==> config.mk <==
export PLATFORM = sky130hd
export DESIGN_NAME = hdt_divider
export DESIGN_NICKNAME = d
export VERILOG_FILES = /design/src/hdt_pkg.sv /design/src/hdt_divider.sv
export SDC_FILE = /design/constraint.sdc
export NUM_CORES = 2
export LEC_CHECK = 0
export BUFFER_PORTS_ARGS = -buffer_cell sky130_fd_sc_hd__buf_2
export CORE_MARGIN = 10
export CORE_UTILIZATION = 60
export CTS_BUF_LIST = sky130_fd_sc_hd__clkbuf_8 sky130_fd_sc_hd__clkbuf_16
export CTS_CLUSTER_SIZE = 10
export DETAILED_ROUTE_END_ITERATION = 8
export PLACE_DENSITY = 0.76
export SLEW_MARGIN = 20
export SYNTH_ARGS = -nofsm -noshare
export SYNTH_HDL_FRONTEND = slang
export SYNTH_SLANG_ARGS = --single-unit
==> constraint.sdc <==
create_clock -name aclk -period 6.7 [get_ports aclk]
set_clock_uncertainty 0.05 [all_clocks]
set_input_delay 1.34 -clock aclk [delete_from_list [all_inputs] [get_ports aclk]]
set_output_delay 1.34 -clock aclk [all_outputs]
set_load 0.05 [all_outputs]
==> src/hdt_pkg.sv <==
`default_nettype none

package hdt_pkg;

    // Fixed-point resolution and CORDIC depth.
    localparam int FRAC_BITS         = 32;
    localparam int CORDIC_ITERATIONS = 32;

    // Port field widths.
    localparam int LAT_W    = 28;
    localparam int LNG_W    = 29;
    localparam int DIST_W   = 38;
    localparam int TIME_W   = 25;
    localparam int RADIUS_W = 23;
    localparam int SPEED_W  = 17;
    localparam int CFG_W    = RADIUS_W;
    localparam int CFG_IDX_W = 1;
    localparam int S_DATA_W = 120;
    localparam int M_DATA_W = 64;

    // Internal widths.
    localparam int UDEG_W  = 30;               // signed microdegree difference
    localparam int UMAG_W  = UDEG_W - 1;       // its magnitude
    localparam int ANG_W   = FRAC_BITS + 5;    // signed angle in Q(F)
    localparam int CW      = FRAC_BITS + 8;    // CORDIC x and y
    localparam int MAG_W   = FRAC_BITS + 2;    // operand magnitude of a product
    localparam int H_W     = FRAC_BITS + 1;    // h in [0, 1]
    localparam int ROOT_W  = FRAC_BITS + 1;    // floor square root of h * 2^F
    localparam int Z_W     = FRAC_BITS + 2;    // unsigned half central angle
    localparam int RK_W    = 37;               // radius * 10000
    localparam int RK_LO_W = 19;
    localparam int DEN_W   = 31;               // speed * 10000
    localparam int QT_W    = 26;               // travel time quotient bits

    // Configuration register indexes.
    localparam logic [CFG_IDX_W-1:0] REG_EARTH_RADIUS = 1'd0;
    localparam logic [CFG_IDX_W-1:0] REG_TRAVEL_SPEED = 1'd1;

    localparam logic [RADIUS_W-1:0] RADIUS_RESET = 23'd6378137;
    localparam logic [SPEED_W-1:0]  SPEED_RESET  = 17'd500;
    localparam int TENTHS_PER_M = 10000;

    // Pi in Q61 and the degree conversion constants.
    localparam logic [63:0] PI_Q61    = 64'h6487ED5110B4611A;
    localparam int          ANG_SHIFT = 61 - FRAC_BITS;
    localparam int          RCP_SHIFT = 40;
    localparam int          A_W       = 36;
    localparam int          B_W       = 29;
    localparam int          PA_W      = 66;
    localparam logic [63:0] D_HALF    = 64'd360000000;
    localparam logic [63:0] D_FULL    = 64'd180000000;
    localparam logic [63:0] A_HALF    = PI_Q61 / D_HALF;
    localparam logic [63:0] B_HALF    = PI_Q61 % D_HALF;
    localparam logic [63:0] A_FULL    = PI_Q61 / D_FULL;
    localparam logic [63:0] B_FULL    = PI_Q61 % D_FULL;
    localparam logic [127:0] R_HALF   = ({64'd0, B_HALF} << RCP_SHIFT) / {64'd0, D_HALF};
    localparam logic [127:0] R_FULL   = ({64'd0, B_FULL} << RCP_SHIFT) / {64'd0, D_FULL};

    typedef logic [CORDIC_ITERATIONS-1:0][ANG_W-1:0] atan_tab_t;

    // Restoring division on 128-bit values, used at elaboration only.
    function automatic logic [127:0] udiv128(input logic [127:0] x, input logic [127:0] d);
        logic [127:0] q;
        logic [127:0] r;
        q = '0;
        r = '0;
        for (int i = 127; i >= 0; i--) begin
            r = {r[126:0], x[i]};
            q = {q[126:0], 1'b0};
            if (r >= d) begin
                r = r - d;
                q[0] = 1'b1;
            end
        end
        return q;
    endfunction

    // Floor square root of a 128-bit value.
    function automatic logic [63:0] usqrt128(input logic [127:0] x);
        logic [63:0]  res;
        logic [63:0]  cand;
        logic [127:0] sq;
        res = '0;
        for (int b = 63; b >= 0; b--) begin
            cand = res | (64'd1 << b);
            sq = 128'(cand) * 128'(cand);
            if (sq <= x) res = cand;
        end
        return res;
    endfunction

    // Right shift with rounding half up.
    function automatic logic [63:0] round_shr(input logic [127:0] x, input int s);
        logic [127:0] t;
        if (s == 0) return x[63:0];
        t = (x + (128'd1 << (s - 1))) >> s;
        return t[63:0];
    endfunction

    // Arctangent table from the Taylor series in Q62, rounded to Q(F).
    function automatic atan_tab_t build_atan();
        atan_tab_t    t;
        logic [127:0] sum;
        logic [127:0] term;
        int           e;
        t = '0;
        for (int i = 0; i < CORDIC_ITERATIONS; i++) begin
            sum = '0;
            if (i == 0) begin
                sum = {64'd0, PI_Q61 >> 1};
            end else begin
                for (int k = 0; k < 32; k++) begin
                    e = 62 - i * (2 * k + 1);
                    if (e >= 0) begin
                        term = udiv128(128'd1 << e, 128'(2 * k + 1));
                        if ((k & 1) != 0) sum = sum - term;
                        else sum = sum + term;
                    end
                end
            end
            t[i] = ANG_W'(round_shr(sum, 62 - FRAC_BITS));
        end
        return t;
    endfunction

    // Reciprocal CORDIC gain from the product of 1/(1+4^-i) in Q62.
    function automatic logic [63:0] build_gain();
        logic [127:0] f;
        logic [127:0] q;
        f = 128'd1 << 62;
        for (int i = 0; i < CORDIC_ITERATIONS; i++) begin
            if (2 * i <= 62) begin
                q = udiv128(f << 62, (128'd1 << 62) + (128'd1 << (62 - 2 * i)));
                f = {64'd0, q[63:0]};
            end
        end
        return round_shr({64'd0, usqrt128(f << 62)}, 62 - FRAC_BITS);
    endfunction

    localparam atan_tab_t ATAN_TAB = build_atan();
    localparam logic signed [CW-1:0] GAIN_INV = CW'(build_gain());
    localparam logic signed [ANG_W-1:0] PI_F =
        ANG_W'(round_shr({64'd0, PI_Q61}, 61 - FRAC_BITS));
    localparam logic signed [ANG_W-1:0] HALF_PI_F =
        ANG_W'(round_shr({64'd0, PI_Q61}, 62 - FRAC_BITS));
    localparam logic [H_W-1:0] ONE_F = H_W'(1) << FRAC_BITS;

    // Signed Q(F) product: magnitudes multiplied, rounded half up, sign restored.
    function automatic logic signed [CW-1:0] mulq(input logic signed [CW-1:0] a,
                                                  input logic signed [CW-1:0] b);
        logic [MAG_W-1:0]   ma;
        logic [MAG_W-1:0]   mb;
        logic [2*MAG_W-1:0] p;
        logic [CW-1:0]      r;
        ma = MAG_W'((a < 0) ? -a : a);
        mb = MAG_W'((b < 0) ? -b : b);
        p = (2*MAG_W)'(ma) * (2*MAG_W)'(mb);
        p = (p + ((2*MAG_W)'(1) << (FRAC_BITS - 1))) >> FRAC_BITS;
        r = CW'(p);
        return ((a < 0) != (b < 0)) ? -$signed(r) : $signed(r);
    endfunction

endpackage

`default_nettype wire

==> src/hdt_divider.sv <==
`default_nettype none

module hdt_divider import hdt_pkg::*; (
    input  logic              aclk,
    input  logic              aresetn,
    input  logic              en,
    input  logic              in_valid,
    input  logic [DIST_W-1:0] dist_in,
    input  logic [DEN_W-1:0]  den,
    input  logic [DEN_W-1:0]  den_half,
    output logic              out_valid,
    output logic [DIST_W-1:0] dist_out,
    output logic [TIME_W-1:0] time_out
);

    localparam int NUM_W = DIST_W + 1;
    localparam int CMP_W = DEN_W + QT_W;

    logic [QT_W:0]       v_reg;
    logic [NUM_W-1:0]    rem_reg  [0:QT_W];
    logic [QT_W-1:0]     q_reg    [0:QT_W];
    logic [DIST_W-1:0]   dist_reg [0:QT_W];

    always_ff @(posedge aclk) begin
        if (!aresetn) begin
            v_reg <= '0;
        end else if (en) begin
            v_reg <= {v_reg[QT_W-1:0], in_valid};
        end
    end

    // Add half the divisor so that the truncating quotient rounds to nearest.
    always_ff @(posedge aclk) begin
        if (en) begin
            rem_reg[0]  <= NUM_W'(dist_in) + NUM_W'(den_half);
            q_reg[0]    <= '0;
            dist_reg[0] <= dist_in;
        end
    end

    // One quotient bit per stage, most significant first.
    for (genvar j = 0; j < QT_W; j++) begin : g_div
        logic [CMP_W-1:0] dsh;
        logic             take;

        always_comb begin
            dsh  = CMP_W'(den) << (QT_W - 1 - j);
            take = (CMP_W'(rem_reg[j]) >= dsh);
        end

        always_ff @(posedge aclk) begin
            if (en) begin
                rem_reg[j+1]  <= take ? NUM_W'(CMP_W'(rem_reg[j]) - dsh) : rem_reg[j];
                q_reg[j+1]    <= {q_reg[j][QT_W-2:0], take};
                dist_reg[j+1] <= dist_reg[j];
            end
        end
    end

    assign out_valid = v_reg[QT_W];
    assign dist_out  = dist_reg[QT_W];
    assign time_out  = TIME_W'(q_reg[QT_W]);

endmodule

`default_nettype wire
# Word level (Yosys, flattened, before mapping)
# Memory sizes are Yosys's and may differ from the RTL's.
# Index checks and enable logic that the tools add are counted.
# totals
mem_count	3
out_inout_bits	64
inputBits	104
wordCells	85
mem_bits_rw	2781
ff_bits	27
# op_classes
addsub	27
n_lt_le_gt_ge	26
mux	28
# mem_list
memory	words	width	read_ports	rd_ports_with_merged_regs	wr	line_no	rtl
rem_reg	27	39	26	0	27	hdt_divider.sv:20	logic [NUM_W-1:0] rem_reg [0:QT_W];
dist_reg	27	38	27	0	27	hdt_divider.sv:22	logic [DIST_W-1:0] dist_reg [0:QT_W];
q_reg	27	26	27	0	27	hdt_divider.sv:21	logic [QT_W-1:0] q_reg [0:QT_W];
# ops
cell	count
39-bit two-way mux	26
39-bit subtractor	18
39-bit by 56-bit greater-or-equal comparator with 1-bit output	1
39-bit by 55-bit greater-or-equal comparator with 1-bit output	1
39-bit by 54-bit greater-or-equal comparator with 1-bit output	1
39-bit by 53-bit greater-or-equal comparator with 1-bit output	1
39-bit by 52-bit greater-or-equal comparator with 1-bit output	1
39-bit by 51-bit greater-or-equal comparator with 1-bit output	1
39-bit by 50-bit greater-or-equal comparator with 1-bit output	1
39-bit by 49-bit greater-or-equal comparator with 1-bit output	1
39-bit by 48-bit greater-or-equal comparator with 1-bit output	1
39-bit by 47-bit greater-or-equal comparator with 1-bit output	1
39-bit by 46-bit greater-or-equal comparator with 1-bit output	1
39-bit by 45-bit greater-or-equal comparator with 1-bit output	1
39-bit by 44-bit greater-or-equal comparator with 1-bit output	1
39-bit by 43-bit greater-or-equal comparator with 1-bit output	1
39-bit by 42-bit greater-or-equal comparator with 1-bit output	1
39-bit by 41-bit greater-or-equal comparator with 1-bit output	1
39-bit by 40-bit greater-or-equal comparator with 1-bit output	1
38-bit by 31-bit adder with 39-bit output	1
39-bit by 31-bit greater-or-equal comparator with 1-bit output	1
39-bit by 32-bit greater-or-equal comparator with 1-bit output	1
39-bit by 33-bit greater-or-equal comparator with 1-bit output	1
39-bit by 34-bit greater-or-equal comparator with 1-bit output	1
14 further kinds	15

# Logic depth before layout (Yosys ltp)
# An unclocked memory read counts as a cell.
# depth
depth_word	3
ltp_mapped	15
mapped_depth_nobuf	13

# Worst setup path before layout
# No wires, ideal clock.
# synth_timing
path_type	input to register
from	in den[1]
to	mem rem_reg[16][18] (netlist name), data pin
path_stages	13
path_slack_ns	1.530
path_buffers	1
required_time_ns	6.390
setup_time_ns	0.260
t_arrival_ns	4.860
cell_sequence	inv_1 ha_1 nor2b_1 o31a_1 o311ai_1 a21oi_1 a311o_1 a41o_1 o21bai_1 o21a_1 inv_2 buf_1 mux2_2
# synth_lines
item	line_no	rtl
start: declaration	hdt_divider.sv:9	input logic [DEN_W-1:0] den,
end: declaration	hdt_divider.sv:20	

==> summary.md <==
| Metric | Value |
|---|---|
| Cell Area, Synth | ~110000 µm² |
| Fmax | around 0.18 GHz |
| Post-CTS setup buffers | 0 |
| Crit path from | den[4] |
| Total power | ~43 mW |
| Setup TNS | 0 ns |
| First-pass GRT wire length | between 400 and 500 mm |
| FF-to-FF Start | rem_reg[24][1] |
| Synth area leaders | edfxtp_1, ha_1, mux2_2 |
| Synth top area share | 0.625 |
| Asr flop ratio synth | 0 |
| Global route total overflow | 0 |
| Drt first pass iters | 8 |
| Final period util | 0.843 |
| Initial Util | 0.604 |
| Max reg flops | ~1000 |
| Core area | roughly 190000 µm² |
| Routed Antenna Nets | 0 |
| Max-slew violations | 0 |
| Minimum clock period | ~5.6 ns |
| Fillers | 13100 |
| Nets@finish | between 9000 and 10000 |
| H-tree Lvls | 5 |
| Sequential area share after synthesis | 0.630 |
| Slew HR | 0.0957 |
| Remaining routing DRC violations | 1 |
| 1st-iter DRT viols | between 6000 and 7000 |
| Arrival time at the worst endpoint | between 6 and 7 ns |
| Post-synth EDFFs | roughly 2400 |
| RSZ-0062 raised after global routing | no |
| PortBufs | 167 |
| Clock buffer depth | 4 |
| Slew @ Worst Pin | 1.34 ns |
| Routed vias | just over 70000 |
| Placer Congestion | around 0.95 |
| Status | finished with violations |
| Clock root cell | clkbuf_16 |
| Die W | 455 µm |
| CTS tree | done |
| Pwr Density | 341 nW/µm² |
| Final core occ | 0.672 |
| Synth Flop Type | edfxtp_1 |
| Comb pwr share | 0.228 |
| Final non-filler cell area | about 130000 µm² |
| CTS buffer count | ~300 |
| Final WS setup | between 1 and 1.5 ns |
| Mapped Nets | about 9000 |
| VDD IR max | 0.000298 V |
| Total GRT Usage | 0.254 |
| Top post-synthesis cells by count | edfxtp_1, ha_1, a21oi_1 |
| Critical Path RT | ~7.3 ns |
| Hpwl dp | 181 mm |
| Fraction of layout cells with a size suffix above 1 | 0.126 |
| Count leader, synth | edfxtp_1 |
| Crit path launch type | primary input |
| Crit Path Category | primary input to flop |
| Switching Fraction | 0.283 |
| Post-CTS resize count | 0 |
| Final setup vio count | 0 |
| Min-delay src | dist_reg[3][19] |
| Cells after Synth | 8260 |
| Worst-skew pair later-pin latency | about 0.93 ns |
| Sequential share of power | 0.453 |
| Post-synth cell types | 93 |
| Dpl ws | ~0.63 ns |
| WL/cell | approximately 24 µm |
| Crit. End Element | flop |
| P_int | around 31 mW |
| Io pins | 168 |
| Cell taking the most area after synthesis | edfxtp_1 |
| Lkg Pwr | between 40 and 50 nW |
| Syn_area_per_cell | around 14 µm² |
| Clock network power share | 0.319 |
| Rows | 159 |
| Area growth from synthesis to layout | 11.3% |
| YS warnings | 0 |
| Vias in the first global route | ~70000 |
| Die footprint | roughly 210000 µm² |
| Pin count of the biggest net entering global routing | roughly 220 |
| Initial antenna violation count | 24 |
| Clock slew at reported path FFs | 0.05 ns |
| Hold_buf cts | 0 |
| Via-per-instance ratio | 6.24 |
| Die Ht | around 460 µm |
| P_sw | between 10 and 15 mW |
| Max Cap Violations | 0 |
| Register bit count reported by yosys | between 2000 and 2500 |
| Hold Crit Class | flop to flop |
| Crit path max fanout | 27 |
| Final Hold Fails | 0 |
| Placed cell area | around 120000 µm² |
| Final WL | about 270 mm |
| Failing checks | DRC |
| CTS sink cnt | 2392 |
-- placed cells by master (no fill, tap or decap), drive strengths merged, types with 27 or more instances in the layout --
cell and instances:
a31oi 59, a211oi 57, nor2 501, mux2 383
o21ai 353, or3 41, clkinv 43, o21bai 75
a21boi 29, ha 684, o21a 111, xor2 194
nor4 80, o211ai 46, buf 304, clkbuf 306
a21o 273, dfxtp 27, nor3 111, o31ai 60
a21oi 668, nand3 131, mux2i 67, edfxtp 2365
xnor2 341, nand2 356, nand2b 85, nand4 104
and3 77, and2 36, nor2b 132, o31a 30
inv 266, or2 40
-- area by class of cell --
type                            count  area [µm²]  area share
Clock inverter                     61         334     0.00264
Tap cell                         2495        3120      0.0247
Inverter                          250         938     0.00742
Antenna cell                        8        20.0    0.000158
Clock buffer                      306        7660      0.0606
Timing Repair Buffer              304        2190      0.0173
Multi-Input combinational cell   5477       40600       0.321
Sequential cell                  2392       71600       0.566
-- routing by layer --
| metal | part of all wire | global-route usage | wire (µm) | up-vias |
|---|---|---|---|---|
| met5 | 0.00035 | 0 | 93 | - |
| met4 | 0.049 | 0.114 | 13100 | 14 |
| li1 | - | - | - | 32800 |
| met2 | 0.48 | 0.423 | 128000 | 2605 |
| met1 | 0.41 | 0.329 | 108000 | 34200 |
| met3 | 0.065 | 0.0437 | 17300 | 728 |
-- power groups by stage --
stage          clock, mW  sequential [mW]  combinational (mW)
4_1_cts             14.0             19.5                9.71
2_1_floorplan          0             19.3                7.24
3_5_place_dp           0             19.8                9.60
6_report            13.8             19.5                9.83
3_3_place_gp           0             19.8                9.40
5_1_grt             14.6             19.6                10.9
-- path summary, 6_finish.rpt --
path / end / slack, ns / depth (start not counted)
worst min-delay path: dist_reg[4][19] / 0.33 / 0
worst max-delay path: rem_reg[16][17] / 1.05 / 15
worst max register to register: rem_reg[25][34] / 2.34 / 12
worst min register to register: dist_reg[4][19] / 0.33 / 0
-- worst max-delay path: stages --
cell and delay, ns:
buf_2 0.08, clkinv_1 0.84, buf_4 0.51, ha_1 0.37
nor4b_1 0.68, buf_4 0.22, nand3_1 0.07, nor4_1 0.22
nand4_1 0.16, a21oi_1 0.21, o21a_1 0.14, o21ai_0 0.17
o21a_1 0.25, inv_2 0.52, mux2_2 0.41
-- cell families after synthesis --
family | share of synthesized area
multiplexers | 0.0439
flip-flops | 0.630
adder cells (fa/ha/maj) | 0.0800
buffers and inverters | 0.0132
XOR/XNOR | 0.0413
AO/OA/AOI/OAI | 0.110
AND/OR/NAND/NOR | 0.0813
-- per-stage QoR --
step	std cells	hold WS, ns
floorplan	8260	0.350
global placement	10900	0.350
detailed placement	10900	0.355
CTS	11300	0.319
global route	11300	0.336
finish	11300	0.327
Power figures use the tool's default switching activity.
